==> src/rtl/bma_pkg.sv <==
`default_nettype none
package bma_pkg;

   // Default sizes of the pool and of each free list.
   localparam int MAX_ORDER_DEF  = 10;
   localparam int LIST_DEPTH_DEF = 512;

   // Width of an order value and the mark for an address that starts no allocated block.
   localparam int ORD_W = 5;
   localparam logic [ORD_W-1:0] NOT_ALLOC = 5'd31;

   // Width used for pool size comparisons (pool sizes up to 2^16).
   localparam int POOL_W = 17;

   // Result status codes.
   localparam logic [2:0] STAT_ALLOC   = 3'd0;
   localparam logic [2:0] STAT_NOSPACE = 3'd1;
   localparam logic [2:0] STAT_FREED   = 3'd2;
   localparam logic [2:0] STAT_MERGED  = 3'd3;
   localparam logic [2:0] STAT_INVALID = 3'd4;

   // Operation codes of a request.
   localparam logic OP_ALLOC = 1'b0;
   localparam logic OP_FREE  = 1'b1;

   // Commands from the controller to the datapath.
   typedef enum logic [4:0] {
      CMD_NONE,
      CMD_CLR_STEP,
      CMD_LOAD,
      CMD_FAIL,
      CMD_INVALID,
      CMD_SEARCH_INIT,
      CMD_I_INC,
      CMD_TBL_READ,
      CMD_HEAD_READ,
      CMD_POP_TAKE,
      CMD_SHIFT_RD,
      CMD_SHIFT_WR,
      CMD_SHIFT_END,
      CMD_SPLIT,
      CMD_ALLOC_DONE,
      CMD_FREE_START,
      CMD_SCAN_INIT,
      CMD_SCAN_RD,
      CMD_SCAN_INC,
      CMD_MERGE_TAKE,
      CMD_MERGE_UP
   } cmd_type;

   typedef struct packed {
      cmd_type cmd;
   } ctl_type;

   // Status flags from the datapath to the controller.
   typedef struct packed {
      logic cfg_wr;
      logic clr_last;
      logic op_free;
      logic req_bad;
      logic addr_oob;
      logic i_over;
      logic cnt_nz;
      logic i_gt_x;
      logic tbl_na;
      logic n_lt_top;
      logic scan_end;
      logic scan_hit;
      logic shift_done;
   } stat_type;

endpackage
`default_nettype wire

==> src/rtl/bma_ctrl.sv <==
`default_nettype none
module bma_ctrl (
   input  wire logic          clock,
   input  wire logic          reset,
   input  wire logic          req_valid,
   input  wire logic          rsp_ready,
   input  wire bma_pkg::stat_type st,
   output bma_pkg::ctl_type   ctl,
   output logic               req_ready,
   output logic               rsp_valid
);
   typedef enum logic [3:0] {
      S_CLEAR,
      S_IDLE,
      S_DECIDE,
      S_SEARCH,
      S_POP_WAIT,
      S_SHIFT,
      S_SHIFT_WR,
      S_SPLIT,
      S_FREE_CHK,
      S_MERGE_CHK,
      S_SCAN,
      S_SCAN_CMP,
      S_MERGE_UP,
      S_RESP
   } state_type;

   state_type state_ff, state_in;
   logic      req_ready_ff, rsp_valid_ff;

   assign req_ready = req_ready_ff;
   assign rsp_valid = rsp_valid_ff;

   // Next state and the command for this cycle.
   always_comb begin
      state_in = state_ff;
      ctl.cmd  = bma_pkg::CMD_NONE;
      case (state_ff)
         S_CLEAR: begin
            ctl.cmd = bma_pkg::CMD_CLR_STEP;
            if (st.clr_last) state_in = S_IDLE;
         end
         S_IDLE: begin
            if (req_valid) begin
               ctl.cmd  = bma_pkg::CMD_LOAD;
               state_in = S_DECIDE;
            end
         end
         S_DECIDE: begin
            if (!st.op_free) begin
               if (st.req_bad) begin
                  ctl.cmd  = bma_pkg::CMD_FAIL;
                  state_in = S_RESP;
               end else begin
                  ctl.cmd  = bma_pkg::CMD_SEARCH_INIT;
                  state_in = S_SEARCH;
               end
            end else if (st.addr_oob) begin
               ctl.cmd  = bma_pkg::CMD_INVALID;
               state_in = S_RESP;
            end else begin
               ctl.cmd  = bma_pkg::CMD_TBL_READ;
               state_in = S_FREE_CHK;
            end
         end
         S_SEARCH: begin
            if (st.i_over) begin
               ctl.cmd  = bma_pkg::CMD_FAIL;
               state_in = S_RESP;
            end else if (st.cnt_nz) begin
               ctl.cmd  = bma_pkg::CMD_HEAD_READ;
               state_in = S_POP_WAIT;
            end else begin
               ctl.cmd = bma_pkg::CMD_I_INC;
            end
         end
         S_POP_WAIT: begin
            ctl.cmd  = bma_pkg::CMD_POP_TAKE;
            state_in = S_SHIFT;
         end
         S_SHIFT: begin
            if (st.shift_done) begin
               ctl.cmd  = bma_pkg::CMD_SHIFT_END;
               state_in = st.op_free ? S_MERGE_UP : S_SPLIT;
            end else begin
               ctl.cmd  = bma_pkg::CMD_SHIFT_RD;
               state_in = S_SHIFT_WR;
            end
         end
         S_SHIFT_WR: begin
            ctl.cmd  = bma_pkg::CMD_SHIFT_WR;
            state_in = S_SHIFT;
         end
         S_SPLIT: begin
            if (st.i_gt_x) begin
               ctl.cmd = bma_pkg::CMD_SPLIT;
            end else begin
               ctl.cmd  = bma_pkg::CMD_ALLOC_DONE;
               state_in = S_RESP;
            end
         end
         S_FREE_CHK: begin
            if (st.tbl_na) begin
               ctl.cmd  = bma_pkg::CMD_INVALID;
               state_in = S_RESP;
            end else begin
               ctl.cmd  = bma_pkg::CMD_FREE_START;
               state_in = S_MERGE_CHK;
            end
         end
         S_MERGE_CHK: begin
            if (st.n_lt_top) begin
               ctl.cmd  = bma_pkg::CMD_SCAN_INIT;
               state_in = S_SCAN;
            end else begin
               state_in = S_RESP;
            end
         end
         S_SCAN: begin
            if (st.scan_end) begin
               state_in = S_RESP;
            end else begin
               ctl.cmd  = bma_pkg::CMD_SCAN_RD;
               state_in = S_SCAN_CMP;
            end
         end
         S_SCAN_CMP: begin
            if (st.scan_hit) begin
               ctl.cmd  = bma_pkg::CMD_MERGE_TAKE;
               state_in = S_SHIFT;
            end else begin
               ctl.cmd  = bma_pkg::CMD_SCAN_INC;
               state_in = S_SCAN;
            end
         end
         S_MERGE_UP: begin
            ctl.cmd  = bma_pkg::CMD_MERGE_UP;
            state_in = S_MERGE_CHK;
         end
         S_RESP: begin
            if (rsp_ready) state_in = S_IDLE;
         end
         default: begin
            state_in = S_CLEAR;
         end
      endcase
      // A register write restarts the table clearing pass.
      if (st.cfg_wr) state_in = S_CLEAR;
   end

   // State and registered handshake outputs.
   always_ff @(posedge clock) begin
      if (reset) begin
         state_ff     <= S_CLEAR;
         req_ready_ff <= 1'b0;
         rsp_valid_ff <= 1'b0;
      end else begin
         state_ff     <= state_in;
         req_ready_ff <= (state_in == S_IDLE);
         rsp_valid_ff <= (state_in == S_RESP);
      end
   end

   // One request at a time: never ready while a result waits.
   a_excl: assert property (@(posedge clock) disable iff (reset)
      !(req_ready_ff && rsp_valid_ff))
      else $error("request ready while a result is pending");

   // An accepted request closes the input until its result is taken.
   a_accept_closes: assert property (@(posedge clock) disable iff (reset)
      (req_valid && req_ready_ff) |=> !req_ready_ff)
      else $error("still ready after accepting a request");

   // A register write starts a clearing pass that blocks requests.
   a_cfg_clear: assert property (@(posedge clock) disable iff (reset)
      st.cfg_wr |=> (!req_ready_ff && !rsp_valid_ff))
      else $error("request channel open right after a register write");
endmodule
`default_nettype wire

==> config.mk <==
export PLATFORM = sky130hd
export DESIGN_NAME = bma_ctrl
export DESIGN_NICKNAME = d
export VERILOG_FILES = /design/src/rtl/bma_pkg.sv /design/src/rtl/bma_ctrl.sv
export SDC_FILE = /design/constraint.sdc
export NUM_CORES = 1
export LEC_CHECK = 0
export ABC_CLOCK_PERIOD_IN_PS = 4500
export BUFFER_PORTS_ARGS = -buffer_cell sky130_fd_sc_hd__buf_2
export CAP_MARGIN = 20
export CORE_MARGIN = 1.5
export CORE_UTILIZATION = 45
export CTS_BUF_LIST = sky130_fd_sc_hd__clkbuf_4
export DETAILED_ROUTE_END_ITERATION = 7
export GPL_ROUTABILITY_DRIVEN = 0
export HOLD_SLACK_MARGIN = 0.05
export PLACE_DENSITY = 0.82
export SETUP_SLACK_MARGIN = 0.05
export SLEW_MARGIN = 20
export SYNTH_ARGS = -nofsm -noshare
export SYNTH_HDL_FRONTEND = slang
export SYNTH_SLANG_ARGS = --single-unit
==> constraint.sdc <==
create_clock -name clock -period 4.5 [get_ports clock]
set_input_delay 0.45 -clock clock [delete_from_list [all_inputs] [get_ports clock]]
set_output_delay 0.45 -clock clock [all_outputs]
set_load 0.01 [all_outputs]
Word level (Yosys, flattened, before mapping)
Cells that the tools add are included.

operators by class
  equal/unequal tests = 15
  multiplexer cells = 30
  reductions and logical operators = 2

operators by type and width
  kind                                           count
  case mux 5 bit (13 select lines)               1
  2-to-1 mux 4 bit                               15
  case mux 4 bit (13 select lines)               1
  == test 4 bit, second input constant           7
  2-to-1 mux 3 bit                               6
  == test 4 x 3 -> 1 bit, second input constant  4
  2-to-1 mux 5 bit                               3
  == test 4 x 1 -> 1 bit, second input constant  2
  == test 4 x 2 -> 1 bit, second input constant  2
  2-to-1 mux 2 bit                               3
  zero test 4 bit                                1
  OR reduction 2 bit                             1
  2-to-1 mux 1 bit                               1

storage, ports and cells
  bits in registers = 6
  bits of input ports = 17
  word-level logic and storage cells = 50

Logic depth before layout (Yosys ltp)
Gate-level depths: netlist of run 1.

  word-level depth = 5
  mapped depth = 7

Worst setup path after synthesis of run 1
OpenSTA, ideal clock, no wires.

  path kind = register to output
  start point = reg state_ff[0]
  end point = out ctl[1] (netlist bit)
  data arrival time = 1.444 ns
  required time = 4.050 ns
  path slack = 2.606 ns
  stages on the path, launching flop included = 7
  path buffers = 1
  path through = dfxtp_1 > buf_6 > or4b_4 > or2_1 > a21oi_1 > a21oi_1 > o211ai_1

RTL lines
  what                      RTL line         source
  start: declaration        bma_ctrl.sv:29   state_type state_ff, state_in;
  start signal: assignment  bma_ctrl.sv:159  state_ff <= state_in;
  end: declaration          bma_ctrl.sv:8    output bma_pkg::ctl_type ctl,

==> flow_summary_export.csv, run 1 <==
group,metric,value,unit
yosys,synth_area,773,um2
critical_path,crit_type,"reg2out",
critical_path,critical_path_buf_inv_count,1,
sta,clock.fmax,0.370,GHz
clocking,cts_tree,"done",
critical_path,path_delay_family,"simple AND/OR/NAND/NOR gates",
clocking,clockBufferDepth,2,
yosys,synth-simple-area-share,0.408,
critical_path,cp_slowest_cell,"dfxtp_1",
placed_design,hpwl,1460,um
floorplan,core-area,1560,um2
critical_path,worst_path_most_repeated_cell,"a21oi_1",
drt,drc,2,
yosys,synth_top_family_by_area,"simple AND/OR/NAND/NOR gates",
outcome,status,"finished, violations left",
global_route,grt_overflow,0,
finish,mostFrequentLayoutCells,"buf_2 (23), nor2_1 (10), a21oi_1 (10)",
yosys,yosysUniqueCellTypes,44,
global_route,grt_usage,0.206,
clocking,h-tree-depth,1,
drt,vias_per_cell,6.14,
yosys,synth_xor_area_frac,0,
sta,clock_skew,0.00870,ns
yosys,synth-edff-count,0,
critical_path,endpoint_kind,"primary output",
yosys,synth-adder-area-share,0,
floorplan,die_w,44.5,um
sta,tightest_slew,0.751,ns
pwr,p_total,138,uW
drt,wire_per_inst,13.6,um
drt,drt-pass1-iter-count,6,
pwr,max-vdd-ir-drop,0.125,mV
floorplan,fp.dieH,44.5,um
global_route,grt_pass1_vias,753,
outcome,failed_checks,"design-rule violations",
critical_path,critPathRequiredTime,4.05,ns
drt,drtIter0Drc,46,
yosys,seq_area_frac_synth,0.155,
clocking,clock_latency,0.24,ns
yosys,postSynthCellCount,107,
critical_path,cp.arrival,2.25,ns
sta,setup_viol,0,
critical_path,path_cells,"or4b_4 > or2_1 > a21oi_1 > a21oi_1 > o211ai_1 > buf_2",
sta,finalHoldViolCount,0,
global_route,antenna_found_initial,0,
floorplan,rows,14,
yosys,synth.avg_cell_area,7.23,um2
finish,area_growth_syn_to_layout,14.6,%
finish,nFillCells,150,
clocking,post_cts_resized,0,
yosys,synth_ff_type,"dfxtp_1",
finish,nets,144,
yosys,synth_mux_area_frac,0.0405,
clocking,tritoncts.num_buffers,3,
finish,final_common_cell,"buf_2",
drt,wl,1920,um
finish,antenna_cells,0,
yosys,yosysWarnings,0,
placed_design,port_buffers,23,
global_route,grt_max_degree,25,
yosys,synth_nets,124,
yosys,synth-compound-area-share,0.309,
floorplan,die_area,1980,um2
sta,min_period,2.70,ns
floorplan,ios,24,
sta,fin_crit_sh,0.601,
yosys,synthArstFlopShare,0,
sta,fin_tns_setup,0,ns
clocking,clock-sinks,6,
clocking,cts.clk_slew.worst_paths,0.05,ns
clocking,post_cts.repair.setup_buffers,0,
critical_path,cp-start-kind,"register",
critical_path,slowest_delay,0.74,ns
sta,drv_slew,0,
finish,layout-drive-gt1-share,0.288,
floorplan,start_util,0.496,
yosys,ys_seq_elements,6,
drt,vias,866,
pwr,power_density,155,nW/um2
sta,rsz0062_at_grt,"false",
global_route,grt_pass1_wl,3100,um
sta,max_slew_margin,0.499,
worst_hold_path,hp-class,"in2reg",
critical_path,cp_max_fo,23,
job,drv_cap,0,
pwr,leakagePower,0.000357,uW
clocking,hold_buffers,0,
drt,ant_nets,0,
clocking,root_buffer,"clkbuf_4",
cell usage after synthesis, types with 2 or more instances:
| cell | number | area share |
|---|---|---|
| a21oi_1 | 10 | 0.065 |
| nor2_1 | 10 | 0.049 |
| buf_2 | 6 | 0.039 |
| dfxtp_1 | 6 | 0.16 |
| inv_1 | 6 | 0.029 |
| nor2b_1 | 6 | 0.049 |
| nand2_1 | 5 | 0.024 |
| o21ai_0 | 5 | 0.032 |
| nand2b_1 | 4 | 0.032 |
| nor3_1 | 4 | 0.026 |
| nand3_1 | 3 | 0.019 |
| o211ai_1 | 3 | 0.029 |
| and2_1 | 2 | 0.016 |
| and3b_1 | 2 | 0.023 |
| mux2i_1 | 2 | 0.026 |
| nand3b_1 | 2 | 0.019 |
| nor3b_1 | 2 | 0.019 |
| nor4_1 | 2 | 0.016 |
| or2_2 | 2 | 0.016 |
per-stage QoR:
| step | area (um2) | utilization | cells | hold slack, ns | setup WS [ns] |
|---|---|---|---|---|---|
| 6_report | 886 | 0.568 | 141 | 0.490 | 1.80 |
| 5_1_grt | 886 | 0.568 | 141 | 0.498 | 1.62 |
| 4_1_cts | 886 | 0.568 | 141 | 0.486 | 1.79 |
| 3_5_place_dp | 863 | 0.554 | 138 | 0.735 | 2.07 |
| 3_3_place_gp | 863 | 0.554 | 138 | 0.731 | 2.13 |
| 2_1_floorplan | 773 | - | 107 | 0.637 | 2.61 |
where the power goes:
part / total [uW] / internal [uW] / switching [uW]
clock network: 48.3 / 30.1 / 18.2
registers: 57.6 / 54.4 / 3.13
logic: 31.7 / 15.4 / 16.2
total: 138 / 100 / 37.6
logic make-up (layout without fill, tap and decap cells):
kind of cell	Yosys count	count (layout)
AOI/OAI and AO/OA	33	33
buffers and inverters	14	32
muxes	3	3
DFF	6	6
and+or+nand+nor	51	51
layout make-up:
cell class / count / area [um2] / area share
timing repair buffer: 23 / 115 / 0.130
inverter: 6 / 22.5 / 0.0254
tap: 16 / 20.0 / 0.0226
clock buffer: 3 / 22.5 / 0.0254
sequential: 6 / 120 / 0.136
multi-input combinational: 87 / 586 / 0.661
per-layer routing:
layer,vias to the layer above,part of all wire,track usage
met5,-,0,0
met4,0,0.0047,0.0848
met3,2,0.068,0.0163
met2,36,0.49,0.359
met1,392,0.44,0.258
li1,436,-,-
worst paths after layout:
check             slack (ns)         from  depth (start not counted)     endpoint
setup / recovery        1.80  state_ff[1]                          6       ctl[1]
hold / removal          0.49       st[12]                          3    rsp_valid
setup reg to reg        2.34  state_ff[1]                          5    req_ready
hold reg to reg         0.92  state_ff[3]                          3  state_ff[2]
tightest hold or removal path, delay by kind of cell:
kind	cells	cell delay (ns)
buf+inv	1	0.08
simple gates	2	0.14
sequential cells by signal, summed over array words and instances (netlist names):
name and cells:
req_ready 1, rsp_valid 1, state_ff 4
(Power assumes the default switching activity.)
==> inputs of run 2 (changes only) <==
--- a/config.mk
+++ b/config.mk
@@ -5,7 +5,7 @@
 export SDC_FILE = /design/constraint.sdc
 export NUM_CORES = 1
 export LEC_CHECK = 0
-export ABC_CLOCK_PERIOD_IN_PS = 4500
+export ABC_CLOCK_PERIOD_IN_PS = 2400
 export BUFFER_PORTS_ARGS = -buffer_cell sky130_fd_sc_hd__buf_2
 export CAP_MARGIN = 20
 export CORE_MARGIN = 1.5
@@ -14,7 +14,7 @@
 export DETAILED_ROUTE_END_ITERATION = 7
 export GPL_ROUTABILITY_DRIVEN = 0
 export HOLD_SLACK_MARGIN = 0.05
-export PLACE_DENSITY = 0.82
+export PLACE_DENSITY = 0.84
 export SETUP_SLACK_MARGIN = 0.05
 export SLEW_MARGIN = 20
 export SYNTH_ARGS = -nofsm -noshare
==> constraint.sdc (replaced) <==
create_clock -name clock -period 2.4 [get_ports clock]
set_input_delay 0.24 -clock clock [delete_from_list [all_inputs] [get_ports clock]]
set_output_delay 0.24 -clock clock [all_outputs]
set_load 0.01 [all_outputs]
==> flow_summary_export.csv, run 2 (synthesis results as in run 1) <==
group,metric,value,unit
clocking,hold_buffers,0,
global_route,grt_max_degree,20,
drt,drtIter0Drc,67,
finish,multi_input_area,586,um2
floorplan,ios,24,
clocking,clock-sinks,6,
pwr,switching_share,0.282,
pwr,p_seq_frac,0.408,
sta,tightest_slew,0.526,ns
clocking,post_cts_resized,0,
drt,ant_nets,0,
outcome,failed_checks,"design-rule violations",
drt,wl,2060,um
drt,wire_per_inst,14.3,um
clocking,root_buffer,"clkbuf_4",
worst_hold_path,hp-class,"in2reg",
critical_path,path_cells,"or4b_4 > or2_1 > a21oi_1 > a21oi_1 > o211ai_1 > buf_2",
clocking,clockBufferDepth,2,
job,drv_cap,0,
placed_design,port_buffers,23,
critical_path,cp-start-kind,"register",
finish,antenna_cells,0,
placed_design,hpwl,1650,um
drt,drc,4,
floorplan,core-area,1560,um2
clocking,cts_tree,"done",
critical_path,worst_path_most_repeated_cell,"a21oi_1",
sta,setup_viol,0,
critical_path,cp_max_fo,18,
critical_path,critPathLaunch,"state_ff[0]",
pwr,p_clk_frac,0.351,
sta,rsz0062_at_grt,"false",
critical_path,path_delay_family,"simple AND/OR/NAND/NOR gates",
sta,clock.fmax,0.455,GHz
pwr,combPwrFrac,0.241,
finish,largest_register,"state_ff",
sta,clock_skew,0.00526,ns
critical_path,slowest_delay,0.58,ns
finish,register_area,120,um2
critical_path,r2r-start,"state_ff[0]",
global_route,antenna_found_initial,0,
finish,final_common_cell,"buf_2",
drt,drt-pass1-iter-count,7,
global_route,grt_overflow,0,
global_route,grt_pass1_wl,3310,um
clocking,cts.clk_slew.worst_paths,0.05,ns
global_route,grt_pass1_vias,759,
critical_path,endpoint_kind,"primary output",
sta,min_period,2.20,ns
clocking,clock_latency,0.25,ns
sta,drv_slew,0,
pwr,max-vdd-ir-drop,0.203,mV
finish,area_growth_syn_to_layout,17.5,%
drt,vias,912,
clocking,post_cts.repair.setup_buffers,0,
clocking,h-tree-depth,1,
clocking,tritoncts.num_buffers,3,
sta,fin_tns_setup,0,ns
global_route,grt_usage,0.228,
finish,nFillCells,161,
floorplan,die_w,44.5,um
outcome,status,"finished, violations left",
finish,utilization,0.583,
sta,finalHoldViolCount,0,
floorplan,start_util,0.496,
sta,fin_crit_sh,0.916,
critical_path,critPathRequiredTime,2.16,ns
floorplan,rows,14,
pwr,p_sw,73.8,uW
pwr,power_density,288,nW/um2
critical_path,critical_path_buf_inv_count,1,
sta,max_slew_margin,0.649,
pwr,p_total,262,uW
pwr,p_int,188,uW
critical_path,cp.arrival,1.96,ns
finish,layout-drive-gt1-share,0.305,
floorplan,die_area,1980,um2
finish,mostFrequentLayoutCells,"buf_2 (23), nor2_1 (10), a21oi_1 (10)",
finish,nets,147,
drt,vias_per_cell,6.33,
critical_path,cp_slowest_cell,"or4b_4",
critical_path,crit_type,"reg2out",
finish,largest_register_ffs,4,
worst_hold_path,min_from,"st[12]",
pwr,leakagePower,0.000374,uW
floorplan,fp.dieH,44.5,um
## run 2: changes by cell type in the layout (fill, tap and decap cells not counted), sizes merged
| cell | delta |
|---|---|
| buf | +3 |
## run 2: metrics by stage
stage	area [um2]	setup slack (ns)	hold WS [ns]	instances
2_1_floorplan	773	0.716	0.427	107
3_3_place_gp	886	0.510	0.517	141
3_5_place_dp	886	0.476	0.522	141
4_1_cts	908	0.209	0.261	144
5_1_grt	908	0.0531	0.285	144
6_report	908	0.202	0.264	144
## run 2: area by class of cell
cell class                      count  share of cell area
Multi-Input combinational cell     87               0.645
Timing Repair Buffer               26               0.152
Sequential cell                     6               0.132
Clock buffer                        3              0.0248
Inverter                            6              0.0248
Tap cell                           16              0.0220
## run 2: worst register-to-register path, cell delays in order, from the launching register on
cell       delay, ns
dfxtp_1         0.64
or4b_4          0.25
nor3_1          0.05
nor4_1          0.45
o2111ai_1       0.22
nor4_2          0.27
## run 2: layer usage
layer  wire length [um]  GRT usage  up-vias
met5                  0          0        -
met4                 67      0.145        0
met3                181     0.0204        9
met2                984      0.362       57
met1                825      0.294      404
li1                   -          -      442
## run 2: final timing paths
kind / end / slack [ns] / depth (start not counted)
setup / recovery: ctl[1] / 0.20 / 6
hold / removal: rsp_valid / 0.26 / 3
setup reg to reg: rsp_valid / 0.43 / 5
hold reg to reg: state_ff[3] / 0.83 / 3
## run 2: power by group through the flow
stage	clock, uW	combinational, uW	sequential, uW
after floorplan	0	38.0	105
after global placement	0	60.6	108
after detailed placement	0	62.1	108
after CTS	95.1	62.4	107
after global routing	99.8	69.4	107
final	91.9	63.1	107
==> inputs of run 3 (changes only) <==
--- a/config.mk
+++ b/config.mk
@@ -10,11 +10,12 @@
 export CAP_MARGIN = 20
 export CORE_MARGIN = 1.5
 export CORE_UTILIZATION = 45
-export CTS_BUF_LIST = sky130_fd_sc_hd__clkbuf_4
+export CTS_BUF_LIST = sky130_fd_sc_hd__clkbuf_4 sky130_fd_sc_hd__clkbuf_8
 export DETAILED_ROUTE_END_ITERATION = 7
 export GPL_ROUTABILITY_DRIVEN = 0
 export HOLD_SLACK_MARGIN = 0.05
 export PLACE_DENSITY = 0.84
+export REMOVE_ABC_BUFFERS = 1
 export SETUP_SLACK_MARGIN = 0.05
 export SLEW_MARGIN = 20
 export SYNTH_ARGS = -nofsm -noshare
==> flow_summary_export.csv, run 3 (synthesis results as in run 1) <==
group,metric,value,unit
outcome,status,"finished clean",
drt,drtIter0Drc,35,
drt,wl,2110,um
critical_path,r2r-start,"state_ff[2]",
finish,layout-drive-gt1-share,0.318,
global_route,grt_pass1_wl,3640,um
floorplan,die_w,44.5,um
floorplan,die_area,1980,um2
critical_path,cp-start-kind,"register",
clocking,cts_tree,"done",
sta,clock_skew,0.00309,ns
sta,tightest_slew,0.530,ns
worst_hold_path,min_from,"st[12]",
finish,largest_register_ffs,4,
placed_design,pre_cts_ws,0.385,ns
sta,drv_slew,0,
critical_path,critical_path_buf_inv_count,1,
finish,mostFrequentLayoutCells,"buf_2 (23), nor2_1 (10), a21oi_1 (10)",
drt,vias_per_cell,6.24,
critical_path,critPathLaunch,"state_ff[3]",
sta,fin_ws,0.175,ns
placed_design,hpwl,1620,um
critical_path,slowest_delay,0.60,ns
floorplan,ios,24,
floorplan,start_util,0.496,
critical_path,endpoint_kind,"primary output",
global_route,grt_pass1_vias,856,
clocking,tritoncts.num_buffers,3,
placed_design,port_buffers,23,
drt,vias,905,
drt,wire_per_inst,14.5,um
finish,area_growth_syn_to_layout,18.6,%
clocking,root_buffer,"clkbuf_4",
clocking,hold_buffers,0,
clocking,h-tree-depth,1,
sta,fin_crit_sh,0.927,
clocking,cts.clk_slew.worst_paths,0.05,ns
sta,fin_tns_setup,0,ns
global_route,grt_usage,0.241,
finish,antenna_cells,0,
sta,finalHoldViolCount,0,
pwr,power_density,291,nW/um2
critical_path,crit_type,"reg2out",
critical_path,path_delay_family,"simple AND/OR/NAND/NOR gates",
finish,nets,148,
finish,largest_register,"state_ff",
global_route,grt_max_degree,19,
critical_path,cp.arrival,1.98,ns
worst_hold_path,hp-class,"in2reg",
drt,ant_nets,0,
clocking,clockBufferDepth,2,
critical_path,cp_max_fo,10,
clocking,post_cts.repair.setup_buffers,0,
sta,holdWs,0.261,ns
floorplan,rows,14,
global_route,antenna_found_initial,0,
clocking,clock_latency,0.25,ns
finish,utilization,0.588,
sta,rsz0062_at_grt,"false",
finish,final_common_cell,"buf_2",
sta,clock.fmax,0.449,GHz
sta,setup_viol,0,
global_route,grt_overflow,0,
critical_path,path_cells,"or4b_4 > or2_1 > a21oi_1 > a21oi_1 > o211ai_1 > buf_2",
floorplan,core-area,1560,um2
clocking,clock-sinks,6,
drt,drt-pass1-iter-count,6,
floorplan,fp.dieH,44.5,um
critical_path,critPathRequiredTime,2.16,ns
sta,min_period,2.22,ns
pwr,max-vdd-ir-drop,0.211,mV
drt,drc,0,
pwr,leakagePower,0.000379,uW
job,drv_cap,0,
clocking,post_cts_resized,0,
critical_path,worst_path_most_repeated_cell,"a21oi_1",
sta,max_slew_margin,0.647,
critical_path,cp_slowest_cell,"or4b_4",
-- run 3: cell count changes in the layout (fill, tap and decap cells not counted), sizes merged --
cell	previous run	this run
buf	26	27
-- run 3: path summary, 6_finish.rpt --
kind	endpoint	slack [ns]	depth (start not counted)
max	ctl[1]	0.18	6
min	rsp_valid	0.26	3
max reg2reg	req_ready	0.45	6
min reg2reg	state_ff[2]	0.77	3
-- run 3: layout make-up --
cell class | instances | area [um2]
Fill cell | 130 | 642
Multi-Input combinational cell | 87 | 586
Timing Repair Buffer | 27 | 145
Sequential cell | 6 | 121
Clock buffer | 3 | 22.5
Inverter | 6 | 22.5
Tap cell | 16 | 20.0
-- run 3: per-layer routing --
| layer | global-route usage | part of all wire |
|---|---|---|
| met5 | 0 | 0 |
| met2 | 0.415 | 0.49 |
| met4 | 0.0545 | 0 |
| met3 | 0.0571 | 0.085 |
| met1 | 0.301 | 0.43 |
-- run 3: per-stage QoR --
stage | cell area [um2] | cells | total power [uW]
final | 917 | 145 | 267
after global placement | 893 | 142 | 168
after detailed placement | 893 | 142 | 171
after floorplan | 728 | 99 | 140
after global routing | 917 | 145 | 286
after CTS | 916 | 145 | 267
-- run 3: power by group --
part	internal, uW	total (uW)	leakage [uW]	switching, uW
Clock	56.8	96.8	0.0000138	40.0
Sequential	102	107	0.0000490	4.57
Combinational	29.7	63.4	0.000317	33.7
-- run 3: tightest hold or removal path, cell delays in order --
cell	delay [ns]
buf_2	0.08
nand2b_1	0.10
nor4_2	0.04
